$ cat config.mk
export PLATFORM = sky130hd
export DESIGN_NAME = eye_blink_sequencer_unit
export DESIGN_NICKNAME = d
export VERILOG_FILES = /design/src/rtl/ebs_pkg.sv /design/src/rtl/ebs_div.sv /design/src/rtl/ebs_datapath.sv /design/src/rtl/ebs_ctrl.sv /design/src/rtl/eye_blink_sequencer_unit.sv
export SDC_FILE = /design/constraint.sdc
export NUM_CORES = 2
export LEC_CHECK = 0
export BUFFER_PORTS_ARGS = -buffer_cell sky130_fd_sc_hd__buf_2
export CORE_MARGIN = 5
export CORE_UTILIZATION = 40
export CTS_CLUSTER_DIAMETER = 150
export DETAILED_ROUTE_END_ITERATION = 16
export PLACE_DENSITY = 0.56
export SLEW_MARGIN = 20
export SYNTH_ARGS = -nofsm -noshare
export SYNTH_HDL_FRONTEND = slang
export SYNTH_SLANG_ARGS = --single-unit
$ cat constraint.sdc
create_clock -name clk_i -period 12.4 [get_ports clk_i]
set_input_delay 0 -clock clk_i [delete_from_list [all_inputs] [get_ports clk_i]]
set_output_delay 0 -clock clk_i [all_outputs]
set_load 0.03 [all_outputs]
$ cat src/rtl/ebs_pkg.sv
// Shared types, constants and command/status structs of the eye blink sequencer.
// Used by every module of the block; depends on nothing.
package ebs_pkg;

  // Field widths
  localparam int unsigned DATA_W    = 32;
  localparam int unsigned UNIT_W    = 16;
  localparam int unsigned LEN_W     = 31;
  localparam int unsigned CFG_IDX_W = 3;
  localparam int unsigned IN_W      = 80;
  localparam int unsigned PROD_W    = 64;

  // Ramp divider: quotient bits below the saturation threshold
  localparam int unsigned QUO_W     = 33;
  localparam int unsigned DIV_CNT_W = $clog2(QUO_W + 1);

  // Multiply by reciprocal of five, then shift
  localparam logic [DATA_W-1:0] RECIP5       = 32'hCCCC_CCCD;
  localparam int unsigned       RECIP5_SHIFT = 34;

  localparam logic [LEN_W-1:0]  BLINK_LENGTH_RST = 31'd65536;
  localparam logic [DATA_W-1:0] S32_MAX          = 32'h7FFF_FFFF;
  localparam logic [DATA_W-1:0] S32_MIN          = 32'h8000_0000;
  localparam logic [DATA_W-1:0] WAIT_RST         = 32'hFFFF_FFFF;

  typedef enum logic [CFG_IDX_W-1:0] {
    CFG_BLINK_ENABLE = 3'd0,
    CFG_BEGIN_FRAME  = 3'd1,
    CFG_END_FRAME    = 3'd2,
    CFG_INTERVAL_MIN = 3'd3,
    CFG_INTERVAL_MAX = 3'd4,
    CFG_BLINK_LENGTH = 3'd5
  } cfg_index_e;

  typedef enum logic [1:0] {
    PH_IDLE    = 2'd0,
    PH_CLOSING = 2'd1,
    PH_HOLD    = 2'd2,
    PH_OPENING = 2'd3
  } blink_phase_e;

  typedef enum logic [1:0] {
    MUL_RELOAD = 2'd0,
    MUL_RAMP   = 2'd1,
    MUL_HOLD   = 2'd2
  } mul_sel_e;

  typedef enum logic [3:0] {
    CS_IDLE,
    CS_EVAL,
    CS_PRE,
    CS_RLD_MUL,
    CS_RLD_WR,
    CS_WAIT_STEP,
    CS_HOLD_STEP,
    CS_RMP_MUL,
    CS_RMP_CHK,
    CS_RMP_DIV,
    CS_RMP_UPD,
    CS_HLD_MUL,
    CS_HLD_WR,
    CS_RESULT
  } ctl_state_e;

  // Controller to datapath
  typedef struct packed {
    logic     in_load;
    logic     eval;
    logic     mul_go;
    mul_sel_e mul_sel;
    logic     reload_wr;
    logic     wait_step;
    logic     hold_step;
    logic     div_start;
    logic     ramp_upd;
    logic     hold_wr;
    logic     res_load;
  } ebs_cmd_t;

  // Datapath to controller
  typedef struct packed {
    logic         enable;
    logic         supp;
    logic         dt_pos;
    blink_phase_e phase;
    logic         reload_pend;
    logic         hold_expire;
    logic         ramp_big;
    logic         ramp_arrive;
    logic         div_busy;
    logic         out_busy;
  } ebs_stat_t;

endpackage

$ cat src/rtl/ebs_div.sv
// Restoring divider, one quotient bit per cycle, for the blink ramp step.
// Depends on ebs_pkg for widths.
module ebs_div (
  input  logic                         clk_i,
  input  logic                         rst_ni,
  input  logic                         start_i,
  input  logic [ebs_pkg::LEN_W-1:0]    rem_i,
  input  logic [ebs_pkg::QUO_W-1:0]    dividend_i,
  input  logic [ebs_pkg::LEN_W-1:0]    divisor_i,
  output logic                         busy_o,
  output logic [ebs_pkg::QUO_W-1:0]    quotient_o
);

  logic [ebs_pkg::LEN_W-1:0]     rem_q, rem_d;
  logic [ebs_pkg::QUO_W-1:0]     quo_q, quo_d;
  logic [ebs_pkg::DIV_CNT_W-1:0] cnt_q, cnt_d;
  logic [ebs_pkg::LEN_W:0]       trial;
  logic [ebs_pkg::LEN_W+1:0]     diff;

  assign busy_o     = (cnt_q != '0);
  assign quotient_o = quo_q;

  // Shift in the next dividend bit and subtract the divisor if it fits
  always_comb begin
    trial = {rem_q, quo_q[ebs_pkg::QUO_W-1]};
    diff  = {1'b0, trial} - {2'b00, divisor_i};
    rem_d = rem_q;
    quo_d = quo_q;
    cnt_d = cnt_q;
    if (start_i) begin
      rem_d = rem_i;
      quo_d = dividend_i;
      cnt_d = ebs_pkg::DIV_CNT_W'(ebs_pkg::QUO_W);
    end else if (busy_o) begin
      if (!diff[ebs_pkg::LEN_W+1]) begin
        rem_d = diff[ebs_pkg::LEN_W-1:0];
      end else begin
        rem_d = trial[ebs_pkg::LEN_W-1:0];
      end
      quo_d = {quo_q[ebs_pkg::QUO_W-2:0], ~diff[ebs_pkg::LEN_W+1]};
      cnt_d = cnt_q - 1'b1;
    end
  end

  always_ff @(posedge clk_i or negedge rst_ni) begin
    if (!rst_ni) begin
      cnt_q <= '0;
    end else begin
      cnt_q <= cnt_d;
    end
  end

  always_ff @(posedge clk_i) begin
    rem_q <= rem_d;
    quo_q <= quo_d;
  end

`ifndef SYNTHESIS
  // A started division is running in the next cycle
  assert property (@(posedge clk_i) disable iff (!rst_ni) start_i |=> busy_o)
    else $error("divider not busy after start");
`endif

endmodule

$ cat src/rtl/ebs_datapath.sv
// Datapath of the eye blink sequencer: configuration registers, blink state,
// shared multiplier, ramp divider and output register. Depends on ebs_pkg, ebs_div.
module ebs_datapath (
  input  logic                             clk_i,
  input  logic                             rst_ni,
  // configuration write port
  input  logic                             cfg_valid_i,
  output logic                             cfg_ready_o,
  input  logic [ebs_pkg::CFG_IDX_W-1:0]    cfg_index_i,
  input  logic [ebs_pkg::DATA_W-1:0]       cfg_data_i,
  // request payload: time_step, seen_value, random_unit
  input  logic [ebs_pkg::IN_W-1:0]         in_data_i,
  // result
  output logic                             out_valid_o,
  input  logic                             out_ready_i,
  output logic [ebs_pkg::DATA_W-1:0]       out_data_o,
  output logic                             out_pub_o,
  // controller link
  input  ebs_pkg::ebs_cmd_t                cmd_i,
  output ebs_pkg::ebs_stat_t               stat_o
);

  // Configuration
  logic                            blink_enable_q;
  logic signed [ebs_pkg::DATA_W-1:0] begin_frame_q, end_frame_q;
  logic [ebs_pkg::LEN_W-1:0]       interval_min_q, interval_max_q, blink_length_q;

  // Derived spans, refreshed every cycle from the configuration
  logic [ebs_pkg::DATA_W-1:0]      span_mag_q;
  logic                            span_neg_q;
  logic [ebs_pkg::LEN_W-1:0]       range_mag_q;
  logic                            range_neg_q;
  logic [ebs_pkg::DATA_W:0]        span_full;
  logic [ebs_pkg::DATA_W-1:0]      range_full;

  // Request registers
  logic signed [ebs_pkg::DATA_W-1:0] time_step_q, seen_value_q;
  logic [ebs_pkg::UNIT_W-1:0]        random_unit_q;

  // Blink state
  ebs_pkg::blink_phase_e             phase_q;
  logic signed [ebs_pkg::DATA_W-1:0] cur_q, wait_q, hold_q, last_q;
  logic                              supp_q, has_out_q, reload_pend_q;

  // Multiplier
  logic [ebs_pkg::DATA_W-1:0]      mul_a, mul_b;
  logic [ebs_pkg::PROD_W-1:0]      product_q;

  // Output register
  logic                            out_valid_q, out_pub_q;
  logic [ebs_pkg::DATA_W-1:0]      out_data_q;

  // Evaluation of the seen value
  logic                              seen_is_begin, seen_is_last;
  logic                              ev_supp, ev_reload;
  ebs_pkg::blink_phase_e             ev_phase;
  logic signed [ebs_pkg::DATA_W-1:0] ev_cur;

  // Step arithmetic
  logic                              dt_pos;
  logic signed [ebs_pkg::DATA_W-1:0] wait_next, hold_next;
  logic                              wait_expire, hold_expire;
  logic [46:0]                       rl_mag;
  logic [47:0]                       rl_prod;
  logic [ebs_pkg::DATA_W-1:0]        wait_new;

  // Ramp arithmetic
  logic [ebs_pkg::LEN_W-1:0]         len;
  logic                              ramp_big, opening, add_pos;
  logic [ebs_pkg::QUO_W-1:0]         quotient;
  logic                              div_busy;
  logic [34:0]                       cur_ext, quo_ext, ramp_sum;
  logic signed [ebs_pkg::DATA_W-1:0] ramp_next;
  logic                              at_end_v, at_begin_v, ramp_arrive;

  function automatic logic [31:0] sat_sub(input logic [31:0] a, input logic [31:0] b);
    logic [32:0] d;
    d = {a[31], a} - {b[31], b};
    if (d[32] != d[31]) begin
      sat_sub = d[32] ? ebs_pkg::S32_MIN : ebs_pkg::S32_MAX;
    end else begin
      sat_sub = d[31:0];
    end
  endfunction

  function automatic logic [31:0] sat35(input logic [34:0] v);
    if (v[34:31] != {4{v[34]}}) begin
      sat35 = v[34] ? ebs_pkg::S32_MIN : ebs_pkg::S32_MAX;
    end else begin
      sat35 = v[31:0];
    end
  endfunction

  assign cfg_ready_o = 1'b1;

  // Configuration writes; unknown indexes are dropped
  always_ff @(posedge clk_i or negedge rst_ni) begin
    if (!rst_ni) begin
      blink_enable_q <= 1'b0;
      begin_frame_q  <= '0;
      end_frame_q    <= '0;
      interval_min_q <= '0;
      interval_max_q <= '0;
      blink_length_q <= ebs_pkg::BLINK_LENGTH_RST;
    end else if (cfg_valid_i) begin
      unique case (ebs_pkg::cfg_index_e'(cfg_index_i))
        ebs_pkg::CFG_BLINK_ENABLE: blink_enable_q <= cfg_data_i[0];
        ebs_pkg::CFG_BEGIN_FRAME:  begin_frame_q  <= cfg_data_i;
        ebs_pkg::CFG_END_FRAME:    end_frame_q    <= cfg_data_i;
        ebs_pkg::CFG_INTERVAL_MIN: interval_min_q <= cfg_data_i[ebs_pkg::LEN_W-1:0];
        ebs_pkg::CFG_INTERVAL_MAX: interval_max_q <= cfg_data_i[ebs_pkg::LEN_W-1:0];
        ebs_pkg::CFG_BLINK_LENGTH: blink_length_q <= cfg_data_i[ebs_pkg::LEN_W-1:0];
        default: ;
      endcase
    end
  end

  // Precompute sign and magnitude of the frame span and the interval range
  assign span_full  = {end_frame_q[31], end_frame_q} - {begin_frame_q[31], begin_frame_q};
  assign range_full = {1'b0, interval_max_q} - {1'b0, interval_min_q};

  always_ff @(posedge clk_i or negedge rst_ni) begin
    if (!rst_ni) begin
      span_mag_q  <= '0;
      span_neg_q  <= 1'b0;
      range_mag_q <= '0;
      range_neg_q <= 1'b0;
    end else begin
      span_neg_q  <= span_full[ebs_pkg::DATA_W];
      span_mag_q  <= span_full[ebs_pkg::DATA_W] ? ebs_pkg::DATA_W'(-span_full)
                                                 : span_full[ebs_pkg::DATA_W-1:0];
      range_neg_q <= range_full[ebs_pkg::DATA_W-1];
      range_mag_q <= range_full[ebs_pkg::DATA_W-1] ? ebs_pkg::LEN_W'(-range_full)
                                                    : range_full[ebs_pkg::LEN_W-1:0];
    end
  end

  // Capture the request
  always_ff @(posedge clk_i) begin
    if (cmd_i.in_load) begin
      time_step_q   <= in_data_i[31:0];
      seen_value_q  <= in_data_i[63:32];
      random_unit_q <= in_data_i[79:64];
    end
  end

  // Check the seen value against begin and last published value
  assign seen_is_begin = (seen_value_q == begin_frame_q);
  assign seen_is_last  = (seen_value_q == last_q);

  always_comb begin
    ev_supp   = supp_q;
    ev_phase  = phase_q;
    ev_cur    = cur_q;
    ev_reload = 1'b0;
    if (supp_q && seen_is_begin) begin
      ev_supp   = 1'b0;
      ev_phase  = ebs_pkg::PH_IDLE;
      ev_cur    = begin_frame_q;
      ev_reload = 1'b1;
    end
    if (has_out_q && !seen_is_last) begin
      if (!seen_is_begin) begin
        ev_supp  = 1'b1;
        ev_phase = ebs_pkg::PH_IDLE;
        ev_cur   = seen_value_q;
      end else begin
        ev_supp   = 1'b0;
        ev_cur    = begin_frame_q;
        ev_reload = 1'b1;
      end
    end else if (!has_out_q && !seen_is_begin) begin
      ev_supp = 1'b1;
      ev_cur  = seen_value_q;
    end
    if (!ev_supp && wait_q[31]) begin
      ev_reload = 1'b1;
    end
  end

  // Countdown steps
  assign dt_pos      = !time_step_q[31] && (time_step_q != '0);
  assign wait_next   = sat_sub(wait_q, time_step_q);
  assign hold_next   = sat_sub(hold_q, time_step_q);
  assign wait_expire = wait_next[31] || (wait_next == '0);
  assign hold_expire = hold_next[31] || (hold_next == '0);

  // Wait reload: min plus floor of signed range times unit over 2^16
  assign rl_mag   = product_q[46:0];
  assign rl_prod  = range_neg_q ? 48'(-{1'b0, rl_mag}) : {1'b0, rl_mag};
  assign wait_new = {1'b0, interval_min_q} + rl_prod[47:16];

  // Shared multiplier operands
  always_comb begin
    case (cmd_i.mul_sel)
      ebs_pkg::MUL_RELOAD: begin
        mul_a = {1'b0, range_mag_q};
        mul_b = {16'b0, random_unit_q};
      end
      ebs_pkg::MUL_RAMP: begin
        mul_a = span_mag_q;
        mul_b = {1'b0, time_step_q[30:0]};
      end
      ebs_pkg::MUL_HOLD: begin
        mul_a = {1'b0, blink_length_q};
        mul_b = ebs_pkg::RECIP5;
      end
      default: begin
        mul_a = '0;
        mul_b = '0;
      end
    endcase
  end

  always_ff @(posedge clk_i) begin
    if (cmd_i.mul_go) begin
      product_q <= mul_a * mul_b;
    end
  end

  // Ramp step magnitude: span times step over length, saturating when large
  assign len      = (blink_length_q == '0) ? ebs_pkg::LEN_W'(1) : blink_length_q;
  assign ramp_big = ({1'b0, product_q[62:ebs_pkg::QUO_W]} >= len);

  ebs_div u_div (
    .clk_i      (clk_i),
    .rst_ni     (rst_ni),
    .start_i    (cmd_i.div_start),
    .rem_i      ({1'b0, product_q[62:ebs_pkg::QUO_W]}),
    .dividend_i (product_q[ebs_pkg::QUO_W-1:0]),
    .divisor_i  (len),
    .busy_o     (div_busy),
    .quotient_o (quotient)
  );

  // Apply the step toward end when closing, toward begin when opening
  assign opening  = (phase_q == ebs_pkg::PH_OPENING);
  assign add_pos  = (span_neg_q == opening);
  assign cur_ext  = {{3{cur_q[31]}}, cur_q};
  assign quo_ext  = {2'b00, quotient};
  assign ramp_sum = add_pos ? (cur_ext + quo_ext) : (cur_ext - quo_ext);

  always_comb begin
    if (ramp_big) begin
      ramp_next = add_pos ? ebs_pkg::S32_MAX : ebs_pkg::S32_MIN;
    end else begin
      ramp_next = sat35(ramp_sum);
    end
  end

  assign at_end_v    = span_neg_q ? (ramp_next <= end_frame_q) : (ramp_next >= end_frame_q);
  assign at_begin_v  = span_neg_q ? (ramp_next >= begin_frame_q)
                                  : (ramp_next <= begin_frame_q);
  assign ramp_arrive = opening ? at_begin_v : at_end_v;

  // Blink state updates
  always_ff @(posedge clk_i or negedge rst_ni) begin
    if (!rst_ni) begin
      phase_q       <= ebs_pkg::PH_IDLE;
      cur_q         <= '0;
      wait_q        <= ebs_pkg::WAIT_RST;
      hold_q        <= '0;
      last_q        <= '0;
      supp_q        <= 1'b0;
      has_out_q     <= 1'b0;
      reload_pend_q <= 1'b0;
    end else begin
      if (cmd_i.eval) begin
        supp_q        <= ev_supp;
        phase_q       <= ev_phase;
        cur_q         <= ev_cur;
        reload_pend_q <= ev_reload;
      end
      if (cmd_i.reload_wr) begin
        wait_q <= wait_new;
      end
      if (cmd_i.wait_step && (cur_q == begin_frame_q)) begin
        wait_q <= wait_next;
        if (wait_expire) begin
          phase_q <= ebs_pkg::PH_CLOSING;
        end
      end
      if (cmd_i.hold_step) begin
        hold_q <= hold_next;
        if (hold_expire) begin
          phase_q <= ebs_pkg::PH_OPENING;
        end
      end
      if (cmd_i.ramp_upd) begin
        if (ramp_arrive) begin
          if (opening) begin
            cur_q   <= begin_frame_q;
            phase_q <= ebs_pkg::PH_IDLE;
          end else begin
            cur_q   <= end_frame_q;
            phase_q <= ebs_pkg::PH_HOLD;
          end
        end else begin
          cur_q <= ramp_next;
        end
      end
      if (cmd_i.hold_wr) begin
        hold_q <= {2'b00, product_q[ebs_pkg::PROD_W-1:ebs_pkg::RECIP5_SHIFT]};
      end
      if (cmd_i.res_load && blink_enable_q) begin
        if (supp_q) begin
          has_out_q <= 1'b0;
        end else begin
          has_out_q <= 1'b1;
          last_q    <= cur_q;
        end
      end
    end
  end

  // Output register: hold the result until the downstream side takes it
  always_ff @(posedge clk_i or negedge rst_ni) begin
    if (!rst_ni) begin
      out_valid_q <= 1'b0;
    end else if (cmd_i.res_load) begin
      out_valid_q <= 1'b1;
    end else if (out_ready_i) begin
      out_valid_q <= 1'b0;
    end
  end

  always_ff @(posedge clk_i) begin
    if (cmd_i.res_load) begin
      out_pub_q  <= blink_enable_q && !supp_q;
      out_data_q <= (blink_enable_q && !supp_q) ? cur_q : '0;
    end
  end

  assign out_valid_o = out_valid_q;
  assign out_pub_o   = out_pub_q;
  assign out_data_o  = out_data_q;

  // Status toward the controller
  assign stat_o.enable      = blink_enable_q;
  assign stat_o.supp        = supp_q;
  assign stat_o.dt_pos      = dt_pos;
  assign stat_o.phase       = phase_q;
  assign stat_o.reload_pend = reload_pend_q;
  assign stat_o.hold_expire = hold_expire;
  assign stat_o.ramp_big    = ramp_big;
  assign stat_o.ramp_arrive = ramp_arrive;
  assign stat_o.div_busy    = div_busy;
  assign stat_o.out_busy    = out_valid_q && !out_ready_i;

`ifndef SYNTHESIS
  // A reloaded wait is never negative
  assert property (@(posedge clk_i) disable iff (!rst_ni) cmd_i.reload_wr |=> !wait_q[31])
    else $error("reloaded wait is negative");

  // Hold length is written only on entry to the hold phase
  assert property (@(posedge clk_i) disable iff (!rst_ni)
    cmd_i.hold_wr |=> (phase_q == ebs_pkg::PH_HOLD))
    else $error("hold written outside hold phase");

  // A pending published result matches the remembered last value
  assert property (@(posedge clk_i) disable iff (!rst_ni)
    (out_valid_q && out_pub_q) |-> (out_data_q == last_q))
    else $error("published value differs from last value");
`endif

endmodule

$ cat src/rtl/ebs_ctrl.sv
// Controller state machine of the eye blink sequencer: sequences evaluation,
// wait reload, countdown, ramp, hold setup and result steps. Depends on ebs_pkg.
module ebs_ctrl (
  input  logic               clk_i,
  input  logic               rst_ni,
  input  logic               in_valid_i,
  output logic               in_ready_o,
  input  ebs_pkg::ebs_stat_t stat_i,
  output ebs_pkg::ebs_cmd_t  cmd_o
);

  ebs_pkg::ctl_state_e state_q, state_d;
  logic                post_q, post_d;
  ebs_pkg::ctl_state_e step_state;

  // Pick the per-phase step once the wait is loaded
  always_comb begin
    if (stat_i.supp || !stat_i.dt_pos) begin
      step_state = ebs_pkg::CS_RESULT;
    end else begin
      unique case (stat_i.phase)
        ebs_pkg::PH_IDLE: step_state = ebs_pkg::CS_WAIT_STEP;
        ebs_pkg::PH_HOLD: step_state = ebs_pkg::CS_HOLD_STEP;
        default:          step_state = ebs_pkg::CS_RMP_MUL;
      endcase
    end
  end

  always_ff @(posedge clk_i or negedge rst_ni) begin
    if (!rst_ni) begin
      state_q <= ebs_pkg::CS_IDLE;
      post_q  <= 1'b0;
    end else begin
      state_q <= state_d;
      post_q  <= post_d;
    end
  end

  // Next state and commands
  always_comb begin
    state_d    = state_q;
    post_d     = post_q;
    in_ready_o = 1'b0;
    cmd_o      = '0;
    cmd_o.mul_sel = ebs_pkg::MUL_RELOAD;
    unique case (state_q)
      ebs_pkg::CS_IDLE: begin
        in_ready_o = 1'b1;
        if (in_valid_i) begin
          cmd_o.in_load = 1'b1;
          state_d       = ebs_pkg::CS_EVAL;
        end
      end
      ebs_pkg::CS_EVAL: begin
        if (stat_i.enable) begin
          cmd_o.eval = 1'b1;
          state_d    = ebs_pkg::CS_PRE;
        end else begin
          state_d = ebs_pkg::CS_RESULT;
        end
      end
      ebs_pkg::CS_PRE: begin
        if (stat_i.reload_pend) begin
          post_d  = 1'b0;
          state_d = ebs_pkg::CS_RLD_MUL;
        end else begin
          state_d = step_state;
        end
      end
      ebs_pkg::CS_RLD_MUL: begin
        cmd_o.mul_go  = 1'b1;
        cmd_o.mul_sel = ebs_pkg::MUL_RELOAD;
        state_d       = ebs_pkg::CS_RLD_WR;
      end
      ebs_pkg::CS_RLD_WR: begin
        cmd_o.reload_wr = 1'b1;
        state_d         = post_q ? ebs_pkg::CS_RESULT : step_state;
      end
      ebs_pkg::CS_WAIT_STEP: begin
        cmd_o.wait_step = 1'b1;
        state_d         = ebs_pkg::CS_RESULT;
      end
      ebs_pkg::CS_HOLD_STEP: begin
        cmd_o.hold_step = 1'b1;
        if (stat_i.hold_expire) begin
          post_d  = 1'b1;
          state_d = ebs_pkg::CS_RLD_MUL;
        end else begin
          state_d = ebs_pkg::CS_RESULT;
        end
      end
      ebs_pkg::CS_RMP_MUL: begin
        cmd_o.mul_go  = 1'b1;
        cmd_o.mul_sel = ebs_pkg::MUL_RAMP;
        state_d       = ebs_pkg::CS_RMP_CHK;
      end
      ebs_pkg::CS_RMP_CHK: begin
        if (stat_i.ramp_big) begin
          state_d = ebs_pkg::CS_RMP_UPD;
        end else begin
          cmd_o.div_start = 1'b1;
          state_d         = ebs_pkg::CS_RMP_DIV;
        end
      end
      ebs_pkg::CS_RMP_DIV: begin
        if (!stat_i.div_busy) begin
          state_d = ebs_pkg::CS_RMP_UPD;
        end
      end
      ebs_pkg::CS_RMP_UPD: begin
        cmd_o.ramp_upd = 1'b1;
        if (stat_i.ramp_arrive && (stat_i.phase == ebs_pkg::PH_CLOSING)) begin
          state_d = ebs_pkg::CS_HLD_MUL;
        end else begin
          state_d = ebs_pkg::CS_RESULT;
        end
      end
      ebs_pkg::CS_HLD_MUL: begin
        cmd_o.mul_go  = 1'b1;
        cmd_o.mul_sel = ebs_pkg::MUL_HOLD;
        state_d       = ebs_pkg::CS_HLD_WR;
      end
      ebs_pkg::CS_HLD_WR: begin
        cmd_o.hold_wr = 1'b1;
        state_d       = ebs_pkg::CS_RESULT;
      end
      ebs_pkg::CS_RESULT: begin
        if (!stat_i.out_busy) begin
          cmd_o.res_load = 1'b1;
          state_d        = ebs_pkg::CS_IDLE;
        end
      end
      default: begin
        state_d = ebs_pkg::CS_IDLE;
      end
    endcase
  end

endmodule

$ cat src/rtl/eye_blink_sequencer_unit.sv
// Eye blink sequencer: one result per tick request. A disabled tick goes straight
// to the result; a ramp tick may also reload the wait, set up the hold and wait on
// the bit-serial ramp divider. Next request taken in the cycle after the result
// enters the output register, so no request is taken before the last one is done;
// the result waits while the result side stalls. Reset is asynchronous, active
// low; state clears at once. Top level; depends on ebs_pkg, ebs_ctrl, ebs_datapath.
module eye_blink_sequencer_unit (
  input  logic                          clk_i,
  input  logic                          rst_ni,
  // tdata: time_step[31:0], seen_value[63:32], random_unit[79:64]
  input  logic                          s_axis_tvalid,
  output logic                          s_axis_tready,
  input  logic [ebs_pkg::IN_W-1:0]      s_axis_tdata,
  // tdata: frame_value[31:0]
  output logic                          m_axis_tvalid,
  input  logic                          m_axis_tready,
  output logic [ebs_pkg::DATA_W-1:0]    m_axis_tdata,
  // tuser: published[0]
  output logic                          m_axis_tuser,
  // configuration write port
  input  logic                          cfg_valid_i,
  output logic                          cfg_ready_o,
  input  logic [ebs_pkg::CFG_IDX_W-1:0] cfg_index_i,
  input  logic [ebs_pkg::DATA_W-1:0]    cfg_data_i
);

  ebs_pkg::ebs_cmd_t  cmd;
  ebs_pkg::ebs_stat_t stat;

  // Sequencer
  ebs_ctrl u_ctrl (
    .clk_i      (clk_i),
    .rst_ni     (rst_ni),
    .in_valid_i (s_axis_tvalid),
    .in_ready_o (s_axis_tready),
    .stat_i     (stat),
    .cmd_o      (cmd)
  );

  // Arithmetic and state
  ebs_datapath u_datapath (
    .clk_i       (clk_i),
    .rst_ni      (rst_ni),
    .cfg_valid_i (cfg_valid_i),
    .cfg_ready_o (cfg_ready_o),
    .cfg_index_i (cfg_index_i),
    .cfg_data_i  (cfg_data_i),
    .in_data_i   (s_axis_tdata),
    .out_valid_o (m_axis_tvalid),
    .out_ready_i (m_axis_tready),
    .out_data_o  (m_axis_tdata),
    .out_pub_o   (m_axis_tuser),
    .cmd_i       (cmd),
    .stat_o      (stat)
  );

endmodule

==> results.md <==
- Run status: finished, final reports clean
- Final RePlAce weighted congestion: 1.004
- Grt total ovfl: 0
- Number of synthesized register bits: 609
- Max-cap viol count: 0
- Cell count after synthesis: 8390
- Library cell with the largest summed area after synthesis: sky130_fd_sc_hd__fa_1
- Worst EP arrival: 11.84 ns
- Actual transition at the worst max-transition pin: 1.294 ns
- Insertion delay of the later-clocked pin in the worst-skew pair: 0.73 ns
- Slowest cell delay on critical path: 0.82 ns
- Detailed-routed wire length on met2: 130.1 mm
- Ratio of final minimum period to clock period: 91.71%
- Final Critical Period: 11.37 ns
- Met1 routed wirelength after detailed routing: 130.8 mm
- Overall track demand over capacity in global routing: 30.48%
- Count of synthesis-stage warnings from yosys: 0
- Clock Tree Buf Depth: 3
- Total I/O pin count: 156
- CTS clk-pin slew, worst paths: 0.06 ns
- Antenna violations before repair: 25
- Synth Area per Inst: 8.890 µm²
- DR vias: 63866
- Worst path required time: 12.87 ns
- Largest fanout on the critical path: 21
- Clock tree from TritonCTS: built
- Clock sinks: 609
- Top-area cell type share of the netlist area: 24.24%
- Cell repeated most along the worst path: sky130_fd_sc_hd__fa_1
- Min-Delay Path Class: in -> reg
- Antenna viol nets, final: 0
- Residual DRC count: 0
- Net count reported at finish: 10293
- Unrepaired setup endpoints after global routing: no
- DR pass1 iterations: 6
- Async set-or-reset flop fraction in the synthesized netlist: 60.43%
- Top layer reached by signal wires: met5
- First-iteration detailed-routing DRC count: 6706
- Cell with the largest stage delay on the worst path: sky130_fd_sc_hd__dfrtp_1
- Root buffer cell: sky130_fd_sc_hd__clkbuf_16
- Count of port buffers added during placement: 154
- Flip-flop cell with the highest count after synthesis: sky130_fd_sc_hd__dfrtp_1
- Net count after synthesis: 10001
- Final total negative setup slack: 0 ns
- Vias in the first global route: 63026
- Tightest slew margin relative to the limit: 13.71%
- HPWL after DPL: 251.1 mm
- Core Box Area: 185400 µm²
- Library cells used by synthesis: 95
- Netlist area before placement: 74590 µm²
- Growth of design area from synthesis to finish: 11.85%
- Highest clock rate: 87.94 MHz
- Setup Fix Bufs, Post-CTS: 0
- Clock Skews: 0.05195 ns
- CTS Buf Count: 77
- Synth area leaders: sky130_fd_sc_hd__fa_1 (24%), sky130_fd_sc_hd__dfrtp_1 (11%), sky130_fd_sc_hd__ha_1 (9.9%), sky130_fd_sc_hd__edfxtp_1 (9.7%), sky130_fd_sc_hd__inv_1 (6.1%)
- Crit. End Element: flip-flop
- Critical path startpoint category: flip-flop
- Most common library cell in the layout ignoring fill and taps: sky130_fd_sc_hd__inv_1
- Met3 WL post-DR: 28.14 mm
- Post-synth EDFFs: 240
- Initial standard-cell utilization of the core: 40.22%
- Count of endpoints failing hold in the final timing report: 0
- H-tree lvl count: 3
- Row count: 158
- Floorplan die area: 195200 µm²
- Number of max-slew violations in the final report: 0
- Largest net degree at the start of global routing: 88
- Post-cts hold buffer count: 198
- Global-route wire length before repair: 439.2 mm
- Top register by number of flip-flops: u_datapath.product_q
- Crit path kind: reg -> reg
- Post-synthesis sequential area ratio: 22.09%
- Largest register FFs: 64
- Setup violators final: 0
- Die width: 441.8 µm
- Fraction of final layout cells sized beyond drive strength 1: 8.117%
- Most frequent cells in the layout: sky130_fd_sc_hd__inv_1 (1216), sky130_fd_sc_hd__nand2_1 (1194), sky130_fd_sc_hd__fa_1 (903)
- Die Span Y: 441.8 µm
- Wire length per cell: 27.09 µm
- Routed Wire Length: 304.4 mm
- DR vias/cell: 5.685
- Number of gates resized after cts: 0
==> cell families (layout without fill, tap and decap cells) <==
kind of cell               after synthesis  in the layout  share of synthesized area (%)
xor gates and xnor gates               461            461                          5.413
buffers and inverters                 1532           1889                          7.728
and+or+nand+nor                       2616           2616                          15.23
DFF                                    609            609                          22.09
adders and majority gates             1491           1491                          34.10
other                                    2              9                        0.01007
AOI/OAI and AO/OA                     1469           1469                          12.39
muxes                                  210            210                          3.040
==> worst max-delay path, delay by kind of cell, from the launching register on <==
family,cells,cell delay (ns)
adder cells (fa/ha/maj),9,4.39
XOR/XNOR,1,0.11
AND/OR/NAND/NOR,5,1.82
flip-flops,1,0.82
AO/OA/AOI/OAI,11,2.77
buffers and inverters,8,1.15
==> per-layer routing <==
layer / global-route usage, % / up-vias
li1: - / 28149
met1: 42.97 / 32329
met2: 45.19 / 2840
met3: 6.798 / 544
met4: 12.93 / 4
met5: 0 / -
==> cells in the mapped netlist (all sizes together), types with 43 or more instances <==
cell / count
dfrtp: 335
nand3: 98
mux2: 132
o21a: 56
o21bai: 48
a211oi: 43
a21o: 178
xnor2: 307
nand2: 1199
a31oi: 43
inv: 1216
and2: 69
fa: 903
clkbuf: 282
xor2: 154
nor2: 781
ha: 588
a21oi: 447
nand4: 77
o21ai: 346
nand2b: 50
mux2i: 78
nor3: 101
nor2b: 49
edfxtp: 240
nor4: 51
==> final cells by class <==
type / instances / area, µm²
inverters: 1218 / 4572
diodes: 7 / 17.52
fillers: 18338 / 102000
flip-flops and latches: 609 / 16480
well taps: 2480 / 3103
repair buffers: 527 / 4144
multi-input cells: 6249 / 52560
clock buffers: 103 / 2136
clock inverters: 41 / 422.9
==> worst paths after layout <==
check,startpoint,endpoint,slack (ns),cells past startpoint
setup / recovery,u_ctrl.state_q[0]$_DFFE_PN0P_,u_datapath.product_q[60]$_DFFE_PP_,1.03,34
hold / removal,s_axis_tdata[65],u_datapath.random_unit_q[1]$_DFFE_PP_,0.09,2
setup reg to reg,u_ctrl.state_q[0]$_DFFE_PN0P_,u_datapath.product_q[60]$_DFFE_PP_,1.03,34
hold reg to reg,u_datapath.wait_q[22]$_DFFE_PN1P_,u_datapath.wait_q[22]$_DFFE_PN1P_,0.51,2
max in group asynchronous,rst_ni,u_datapath.hold_q[27]$_DFFE_PN0P_,9.48,6
min in group asynchronous,rst_ni,u_datapath.blink_length_q[16]$_DFFE_PN1P_,0.42,3
==> metrics by stage <==
| stage | area (µm²) | hold WS (ns) | setup WS (ns) | instances | utilization, % |
|---|---|---|---|---|---|
| final | 83430 | 0.08867 | 1.029 | 11234 | 44.99 |
| after global routing | 83420 | 0.07045 | 0.5187 | 11229 | 44.99 |
| after CTS | 83410 | 0.03564 | 1.213 | 11227 | 44.98 |
| after detailed placement | 78860 | 0.01718 | 1.232 | 10885 | 42.53 |
| after global placement | 78850 | 0.01161 | 1.245 | 10885 | 42.52 |
| after floorplan | 74590 | -0.2956 | 0.06027 | 8390 | - |
Power is left out: the tool's default activity adds up to more than one toggle a clock period on the data nets, which glitch-free logic cannot reach.
